File: src/rtl/core/utf8xv_pkg.sv
// package with codes, constants and character checks for the utf-8 xml validator
`timescale 1ns / 1ps
`default_nettype none

package utf8xv_pkg;

    // width of the position fields on the result channel
    localparam int unsigned OUT_POS_W = 32;

    // width of an assembled code point
    localparam int unsigned CP_W = 21;

    // request operation codes
    localparam logic OP_DATA = 1'b0;
    localparam logic OP_END  = 1'b1;

    // latched error kinds
    typedef enum logic [1:0] {
        ERR_NONE     = 2'd0,
        ERR_XML_CHAR = 2'd1,
        ERR_UTF8     = 2'd2
    } err_kind_t;

    // minimum code point class of a multibyte sequence
    typedef enum logic [1:0] {
        CLS_NONE  = 2'd0,
        CLS_MIN2  = 2'd1,
        CLS_MIN3  = 2'd2,
        CLS_MIN4  = 2'd3
    } min_class_t;

    // lead byte ranges
    localparam logic [7:0] LEAD2_MIN = 8'hC2;
    localparam logic [7:0] LEAD2_MAX = 8'hDF;
    localparam logic [7:0] LEAD3_MIN = 8'hE0;
    localparam logic [7:0] LEAD3_MAX = 8'hEF;
    localparam logic [7:0] LEAD4_MIN = 8'hF0;
    localparam logic [7:0] LEAD4_MAX = 8'hF4;
    localparam logic [7:0] LF_BYTE   = 8'h0A;

    // code point limits
    localparam logic [CP_W-1:0] CP_TAB       = 21'h00009;
    localparam logic [CP_W-1:0] CP_LF        = 21'h0000A;
    localparam logic [CP_W-1:0] CP_CR        = 21'h0000D;
    localparam logic [CP_W-1:0] CP_SPACE     = 21'h00020;
    localparam logic [CP_W-1:0] CP_BMP_LO_MAX = 21'h0D7FF;
    localparam logic [CP_W-1:0] CP_BMP_HI_MIN = 21'h0E000;
    localparam logic [CP_W-1:0] CP_BMP_HI_MAX = 21'h0FFFD;
    localparam logic [CP_W-1:0] CP_SUPP_MIN  = 21'h10000;
    localparam logic [CP_W-1:0] CP_MAX       = 21'h10FFFF;
    localparam logic [CP_W-1:0] CP_MIN2      = 21'h00080;
    localparam logic [CP_W-1:0] CP_MIN3      = 21'h00800;

    // legal xml character test
    function automatic logic xml_allowed(input logic [CP_W-1:0] cp);
        return (cp == CP_TAB) || (cp == CP_LF) || (cp == CP_CR) ||
               ((cp >= CP_SPACE) && (cp <= CP_BMP_LO_MAX)) ||
               ((cp >= CP_BMP_HI_MIN) && (cp <= CP_BMP_HI_MAX)) ||
               ((cp >= CP_SUPP_MIN) && (cp <= CP_MAX));
    endfunction

    // smallest code point a sequence class may encode
    function automatic logic [CP_W-1:0] class_minimum(input min_class_t cls);
        logic [CP_W-1:0] m;
        case (cls)
            CLS_MIN2: m = CP_MIN2;
            CLS_MIN3: m = CP_MIN3;
            CLS_MIN4: m = CP_SUPP_MIN;
            default:  m = '0;
        endcase
        return m;
    endfunction

endpackage

`default_nettype wire

File: src/rtl/core/utf8_xml_char_validator.sv
// utf-8 stream validator restricted to legal xml characters, with position tracking
//
//  channel | direction | fields                                          | handshake
//  s_      | in        | operation, data_byte                            | s_valid / s_ready
//  m_      | out       | error_kind, fault_line, fault_column,           | m_valid / m_ready
//          |           | line_now, column_now, sequence_pending          |
//
// one request per cycle while m_ready is high; path: input register, then result register
// the byte checks, code point assembly and position counters sit between those two registers
// aresetn is synchronous: position returns to line 1 column 1 and the error latch clears
// a stalled result register holds the one request already in the input register and
// lowers s_ready until m_ready frees it
`timescale 1ns / 1ps
`default_nettype none

module utf8_xml_char_validator #(
    parameter int unsigned POSITION_WIDTH = 32
) (
    input  wire logic        aclk,
    input  wire logic        aresetn,

    input  wire logic        s_valid,
    output logic             s_ready,
    input  wire logic        s_operation,
    input  wire logic [7:0]  s_data_byte,

    output logic             m_valid,
    input  wire logic        m_ready,
    output logic [1:0]       m_error_kind,
    output logic [31:0]      m_fault_line,
    output logic [31:0]      m_fault_column,
    output logic [31:0]      m_line_now,
    output logic [31:0]      m_column_now,
    output logic             m_sequence_pending
);

    localparam int unsigned PW    = POSITION_WIDTH;
    localparam int unsigned OW    = utf8xv_pkg::OUT_POS_W;
    localparam int unsigned EXT_W = (PW > OW) ? PW : OW;
    localparam int unsigned CPW   = utf8xv_pkg::CP_W;

    // input register
    logic        in_valid_reg;
    logic        in_op_reg;
    logic [7:0]  in_byte_reg;

    // validator state
    logic [PW-1:0]           line_reg, line_next;
    logic [PW-1:0]           col_reg, col_next;
    logic [CPW-1:0]          cp_reg, cp_next;
    utf8xv_pkg::min_class_t  cls_reg, cls_next;
    logic [1:0]              rem_reg, rem_next;
    logic [PW-1:0]           seq_line_reg, seq_line_next;
    logic [PW-1:0]           seq_col_reg, seq_col_next;
    utf8xv_pkg::err_kind_t   err_reg, err_next;
    logic [PW-1:0]           err_line_reg, err_line_next;
    logic [PW-1:0]           err_col_reg, err_col_next;

    // result register
    logic        m_valid_reg;
    logic [1:0]  res_kind_reg;
    logic [31:0] res_err_line_reg;
    logic [31:0] res_err_col_reg;
    logic [31:0] res_line_reg;
    logic [31:0] res_col_reg;
    logic        res_pend_reg;

    logic            advance;
    logic [CPW-1:0]  cp_asm;
    logic [PW-1:0]   line_inc;
    logic [PW-1:0]   col_inc;
    logic [EXT_W-1:0] err_line_ext, err_col_ext, line_ext, col_ext;

    // handshake
    assign advance = in_valid_reg && (!m_valid_reg || m_ready);
    assign s_ready = !in_valid_reg || advance;

    // code point with the continuation bits shifted in
    assign cp_asm = {cp_reg[CPW-7:0], in_byte_reg[5:0]};

    // saturating position increments
    assign line_inc = (line_reg == {PW{1'b1}}) ? line_reg : line_reg + 1'b1;
    assign col_inc  = (col_reg == {PW{1'b1}}) ? col_reg : col_reg + 1'b1;

    // next state for one request
    always_comb begin
        line_next     = line_reg;
        col_next      = col_reg;
        cp_next       = cp_reg;
        cls_next      = cls_reg;
        rem_next      = rem_reg;
        seq_line_next = seq_line_reg;
        seq_col_next  = seq_col_reg;
        err_next      = err_reg;
        err_line_next = err_line_reg;
        err_col_next  = err_col_reg;

        if (advance) begin
            if (in_op_reg == utf8xv_pkg::OP_DATA) begin
                if (err_reg == utf8xv_pkg::ERR_NONE) begin
                    if (rem_reg == 2'd0) begin
                        if (!in_byte_reg[7]) begin
                            if (!utf8xv_pkg::xml_allowed(CPW'(in_byte_reg))) begin
                                err_next      = utf8xv_pkg::ERR_XML_CHAR;
                                err_line_next = line_reg;
                                err_col_next  = col_reg;
                            end
                        end else begin
                            seq_line_next = line_reg;
                            seq_col_next  = col_reg;
                            if (in_byte_reg >= utf8xv_pkg::LEAD2_MIN &&
                                in_byte_reg <= utf8xv_pkg::LEAD2_MAX) begin
                                cp_next  = CPW'(in_byte_reg[4:0]);
                                cls_next = utf8xv_pkg::CLS_MIN2;
                                rem_next = 2'd1;
                            end else if (in_byte_reg >= utf8xv_pkg::LEAD3_MIN &&
                                         in_byte_reg <= utf8xv_pkg::LEAD3_MAX) begin
                                cp_next  = CPW'(in_byte_reg[3:0]);
                                cls_next = utf8xv_pkg::CLS_MIN3;
                                rem_next = 2'd2;
                            end else if (in_byte_reg >= utf8xv_pkg::LEAD4_MIN &&
                                         in_byte_reg <= utf8xv_pkg::LEAD4_MAX) begin
                                cp_next  = CPW'(in_byte_reg[2:0]);
                                cls_next = utf8xv_pkg::CLS_MIN4;
                                rem_next = 2'd3;
                            end else begin
                                err_next      = utf8xv_pkg::ERR_UTF8;
                                err_line_next = line_reg;
                                err_col_next  = col_reg;
                            end
                        end
                    end else if (in_byte_reg[7:6] != 2'b10) begin
                        // not a continuation byte, sequence state kept
                        err_next      = utf8xv_pkg::ERR_UTF8;
                        err_line_next = seq_line_reg;
                        err_col_next  = seq_col_reg;
                    end else begin
                        cp_next  = cp_asm;
                        rem_next = rem_reg - 2'd1;
                        // last byte: overlong, surrogate, range and xml checks
                        if (rem_reg == 2'd1 &&
                            (cp_asm < utf8xv_pkg::class_minimum(cls_reg) ||
                             !utf8xv_pkg::xml_allowed(cp_asm))) begin
                            err_next      = utf8xv_pkg::ERR_UTF8;
                            err_line_next = seq_line_reg;
                            err_col_next  = seq_col_reg;
                        end
                    end
                end

                // position moves for every data byte
                if (in_byte_reg == utf8xv_pkg::LF_BYTE) begin
                    line_next = line_inc;
                    col_next  = PW'(1);
                end else begin
                    col_next = col_inc;
                end
            end else begin
                // end of input: flag a truncated sequence
                if (rem_reg != 2'd0 && err_reg == utf8xv_pkg::ERR_NONE) begin
                    err_next      = utf8xv_pkg::ERR_UTF8;
                    err_line_next = seq_line_reg;
                    err_col_next  = seq_col_reg;
                end
                rem_next = 2'd0;
            end
        end
    end

    // positions brought to the result width
    assign err_line_ext = EXT_W'(err_line_next);
    assign err_col_ext  = EXT_W'(err_col_next);
    assign line_ext     = EXT_W'(line_next);
    assign col_ext      = EXT_W'(col_next);

    // input register
    always_ff @(posedge aclk) begin
        if (!aresetn) begin
            in_valid_reg <= 1'b0;
        end else if (s_ready) begin
            in_valid_reg <= s_valid;
        end
        if (s_valid && s_ready) begin
            in_op_reg   <= s_operation;
            in_byte_reg <= s_data_byte;
        end
    end

    // state registers
    always_ff @(posedge aclk) begin
        if (!aresetn) begin
            line_reg     <= PW'(1);
            col_reg      <= PW'(1);
            cp_reg       <= '0;
            cls_reg      <= utf8xv_pkg::CLS_NONE;
            rem_reg      <= 2'd0;
            seq_line_reg <= '0;
            seq_col_reg  <= '0;
            err_reg      <= utf8xv_pkg::ERR_NONE;
            err_line_reg <= '0;
            err_col_reg  <= '0;
        end else begin
            line_reg     <= line_next;
            col_reg      <= col_next;
            cp_reg       <= cp_next;
            cls_reg      <= cls_next;
            rem_reg      <= rem_next;
            seq_line_reg <= seq_line_next;
            seq_col_reg  <= seq_col_next;
            err_reg      <= err_next;
            err_line_reg <= err_line_next;
            err_col_reg  <= err_col_next;
        end
    end

    // result register
    always_ff @(posedge aclk) begin
        if (!aresetn) begin
            m_valid_reg <= 1'b0;
        end else if (advance) begin
            m_valid_reg <= 1'b1;
        end else if (m_ready) begin
            m_valid_reg <= 1'b0;
        end
        if (advance) begin
            res_kind_reg     <= err_next;
            res_err_line_reg <= err_line_ext[OW-1:0];
            res_err_col_reg  <= err_col_ext[OW-1:0];
            res_line_reg     <= line_ext[OW-1:0];
            res_col_reg      <= col_ext[OW-1:0];
            res_pend_reg     <= (rem_next != 2'd0);
        end
    end

    assign m_valid            = m_valid_reg;
    assign m_error_kind       = res_kind_reg;
    assign m_fault_line       = res_err_line_reg;
    assign m_fault_column     = res_err_col_reg;
    assign m_line_now         = res_line_reg;
    assign m_column_now       = res_col_reg;
    assign m_sequence_pending = res_pend_reg;

`ifndef ASSERT_OFF
    // first error never changes once latched
    a_err_sticky: assert property (@(posedge aclk) disable iff (!aresetn)
        (err_reg != utf8xv_pkg::ERR_NONE) |=>
            (err_reg == $past(err_reg) && err_line_reg == $past(err_line_reg) &&
             err_col_reg == $past(err_col_reg)))
        else $error("latched error changed");

    // a latched error always carries a real line
    a_err_line: assert property (@(posedge aclk) disable iff (!aresetn)
        (err_reg != utf8xv_pkg::ERR_NONE) |-> (err_line_reg != '0))
        else $error("error latched without a line");

    // line and column count from one and never wrap to zero
    a_col_nonzero: assert property (@(posedge aclk) disable iff (!aresetn)
        (col_reg != '0) && (line_reg != '0))
        else $error("position counter reached zero");

    // end of input always clears a pending sequence
    a_end_clears: assert property (@(posedge aclk) disable iff (!aresetn)
        (advance && in_op_reg == utf8xv_pkg::OP_END) |=> (rem_reg == 2'd0))
        else $error("sequence still pending after end of input");
`endif

endmodule

`default_nettype wire

File: config.mk
export PLATFORM = sky130hd
export DESIGN_NAME = utf8_xml_char_validator
export DESIGN_NICKNAME = d
export VERILOG_FILES = /design/src/rtl/core/utf8xv_pkg.sv /design/src/rtl/core/utf8_xml_char_validator.sv
export SDC_FILE = /design/constraint.sdc
export NUM_CORES = 1
export LEC_CHECK = 0
export BUFFER_PORTS_ARGS = -buffer_cell sky130_fd_sc_hd__buf_2
export CAP_MARGIN = 20
export CORE_ASPECT_RATIO = 0.7
export CORE_MARGIN = 3
export CORE_UTILIZATION = 59
export CTS_CLUSTER_SIZE = 28
export DETAILED_ROUTE_END_ITERATION = 10
export GPL_ROUTABILITY_DRIVEN = 1
export GPL_TIMING_DRIVEN = 0
export HOLD_SLACK_MARGIN = 0.1
export PLACE_DENSITY = 0.81
export SYNTH_ARGS = -nofsm -noshare
export SYNTH_HDL_FRONTEND = slang
export SYNTH_SLANG_ARGS = --single-unit
File: constraint.sdc
create_clock -name aclk -period 8.7 [get_ports aclk]
set_input_delay 0.87 -clock aclk [delete_from_list [all_inputs] [get_ports aclk]]
set_output_delay 0.87 -clock aclk [all_outputs]
set_load 0.01 [all_outputs]
==> impl_metrics.ini <==
[sta]
period_share_pct = 45.26
worstMarginPinSlew_ns = 0.8850
relSlewSlack_pct = 40.47
setup_ws_ns = 4.763
min_period_ns = 3.937
slew_viol_final = 0
rsz0062_at_grt = no
setup_viol = 0
skew_ns = 0.01935
max_freq_mhz = 254.0
hold_viol = 0

[power_and_ir_drop]
p_per_area_nw_per_um2 = 202.1
power.leakage_nw = 6.480
p_int_mw = 2.843
seqPwrFrac_pct = 48.2
vdd_drop_max_uv = 160.4
p_comb_share_pct = 7.6
clockPowerShare_pct = 44.2
p_sw_share_pct = 23.68
switchingPower_mw = 0.8819

[floorplan]
rows = 49
die_w_microns = 202.5
die_h_microns = 143.6
core_sq_um = 26120
initial_utilization_pct = 61.08
ios = 146
dieArea_sq_um = 29080

[min_path]
hold_path_class = flop to flop
hold_start = seq_col_reg[17]

[detailed_routing]
route.detailed.wl_per_inst_microns = 20.95
drtIter0Drc = 2255
wl_microns = 47700
antenna_left = 0
drc = 0
vias_per_cell = 6.445
vias = 14680
first_pass_iters = 8

[setup_path]
startpoint_type = flop
path_cells = nor3b_1 -> a211o_1 -> and3_1 -> clkbuf_1 -> nor2_2 -> o22ai_2 -> clkbuf_1 -> a21oi_1 -> o32ai_1
crit_path_top_delay_cell = clkbuf_1
critical_path.top_delay_family = compound AO/OA/AOI/OAI gates
arrival_ns = 4.22
cp_common_cell = clkbuf_1
critPathCaptureType = flop
startpoint = in_byte_reg[0]
crit_type = flop to flop
r2r_start = in_byte_reg[0]
crit_path_max_incr_delay_ns = 0.65
path_buf_inv = 2
cp_max_fo = 10
cp_data_required_time_ns = 8.99

[global_routing]
grt_pass1_wl_microns = 73950
grt_pass1_vias = 13500
grt_overflow = 0
grt_usage_pct = 31.97
antenna_found_initial = 0
grt_max_degree = 66

[clock_tree]
cts_max_path_buffers = 3
path_clk_slew_ns = 0.06
cts_root_buffer = clkbuf_16
clk_latency_ns = 0.53
clock_sink_count = 355
cts_setup_buffers = 0
htree_levels = 2
ctsResizeCount = 0
hold_buffers = 0
cts_tree = yes
cts_buffers = 35

[outcome]
status = finished, final reports clean

[cells_and_area]
final_area_sq_um = 18430
final_common_cell = nand2_1
diodes = 0
area_growth_pct = 15.54
drive_gt1_share_pct = 12.50
fin_nets = 1913
most-common-layout-cells = nand2_1, dfxtp_1, nor2_1

[logic_synthesis]
ys_types = 68
synth_ff_type = dfxtp_1
synthArstFlopShare_pct = 0
syn_area_per_cell_sq_um = 9.339
synth_edf_count = 140
syn-cell-area_sq_um = 15950
mappedNetlistNets = 1727
ys_seq_area_share_pct = 53.34
ys_warn_count = 0
synth-seq-cells = 355
synthCells = 1708

[place]
placed_area_sq_um = 17180
place_ws_ns = 4.894
place.gp.congestion = 0.9806
port_buffers = 145
dpl.hpwl_microns = 33610

[flow_run]
cap_violations = 0
## cell usage after synthesis (2+ instances only)
cell | n | area (sq um)
o211ai_1 | 5 | 37.54
and4_1 | 11 | 96.34
nand4b_1 | 2 | 17.52
or2_2 | 4 | 25.02
a221oi_1 | 29 | 254.0
ha_1 | 6 | 75.07
nand2_1 | 254 | 953.4
nand3b_1 | 10 | 75.07
dfxtp_1 | 215 | 4304
a21oi_1 | 118 | 590.6
clkbuf_1 | 98 | 367.9
nor3_1 | 69 | 345.3
a31oi_1 | 9 | 56.30
xor2_1 | 19 | 166.4
a221oi_2 | 10 | 150.1
o311ai_0 | 2 | 17.52
edfxtp_1 | 140 | 4204
a22oi_1 | 40 | 300.3
and2_1 | 41 | 256.5
nor2b_1 | 3 | 18.77
o41ai_1 | 2 | 17.52
nand4_1 | 22 | 137.6
nand2b_1 | 7 | 43.79
or3_1 | 8 | 50.05
inv_1 | 20 | 75.07
buf_4 | 5 | 37.54
nand3_1 | 21 | 105.1
or4_1 | 4 | 30.03
mux2i_1 | 3 | 30.03
nor2_1 | 183 | 686.9
and3_1 | 12 | 75.07
o32ai_1 | 48 | 420.4
buf_1 | 5 | 18.77
xnor2_1 | 32 | 280.3
nor4_1 | 11 | 68.82
a211oi_1 | 26 | 195.2
o21ai_0 | 106 | 530.5
o31ai_1 | 8 | 60.06
buf_2 | 7 | 35.03
o31a_1 | 3 | 26.28
a21o_1 | 62 | 465.5
nor3b_1 | 2 | 15.01
## per-stage QoR
stage	power [mW]	hold slack, ns	cells	util [%]	TNS, ns
global route	3.814	0.4924	2277	70.57	0
floorplan	1.993	0.4451	1708	-	0
finish	3.725	0.4767	2277	70.57	0
detailed placement	2.101	0.4624	2213	65.79	0
global placement	2.098	0.4572	2210	65.56	-0.06750
CTS	3.721	0.4728	2276	70.55	0
## power by group through the flow
stage               logic, mW  registers [mW]  clock network (mW)
finish                  0.284            1.79                1.65
global route            0.300            1.80                1.72
floorplan               0.145            1.85                   0
CTS                     0.274            1.79                1.65
detailed placement      0.271            1.83                   0
global placement        0.262            1.84                   0
## area by class of cell
type	instances	area, sq um
Sequential cell	355	8508
Clock buffer	44	962.2
Timing Repair Buffer	149	785.8
Clock inverter	19	279.0
Multi-Input combinational cell	1216	6895
Tap cell	357	446.7
Inverter	21	78.83
Buffer	116	474.2
Fill cell	2014	7687
## path summary, 6_finish.rpt
check,end,slack [ns],cells after the start
worst max register to register,m_fault_line[3],4.76,9
worst min register to register,seq_col_reg[17],0.48,2
worst max-delay path,m_fault_line[3],4.76,9
worst min-delay path,seq_col_reg[17],0.48,2
## worst register-to-register path: cells and delay by family (launching register included)
kind                   cells  cell delay [ns]
AO/OA/AOI/OAI              4             1.28
buffers and inverters      2             1.08
AND/OR/NAND/NOR            3             0.86
flip-flops                 1             0.49
## metal layers
| layer | GRT usage (%) | part of all wire [%] | up-vias |
|---|---|---|---|
| li1 | - | - | 6636 |
| met1 | 46.34 | 41 | 6903 |
| met2 | 47.61 | 42 | 1009 |
| met3 | 8.965 | 14 | 127 |
| met4 | 8.670 | 2.5 | 0 |
| met5 | 0 | 0 | - |
## cell families (layout without fill, tap and decap cells)
kind of cell / after synthesis / after routing / share of synthesized area [%]
compound gates: 484 / 484 / 20.50
buf+inv: 137 / 349 / 3.443
mux: 4 / 4 / 0.2588
xor+xnor: 51 / 51 / 2.800
fa+ha+maj: 6 / 6 / 0.4706
simple gates: 671 / 671 / 19.19
flops: 355 / 355 / 53.34
Note: power is estimated with default switching activity, not from simulation.
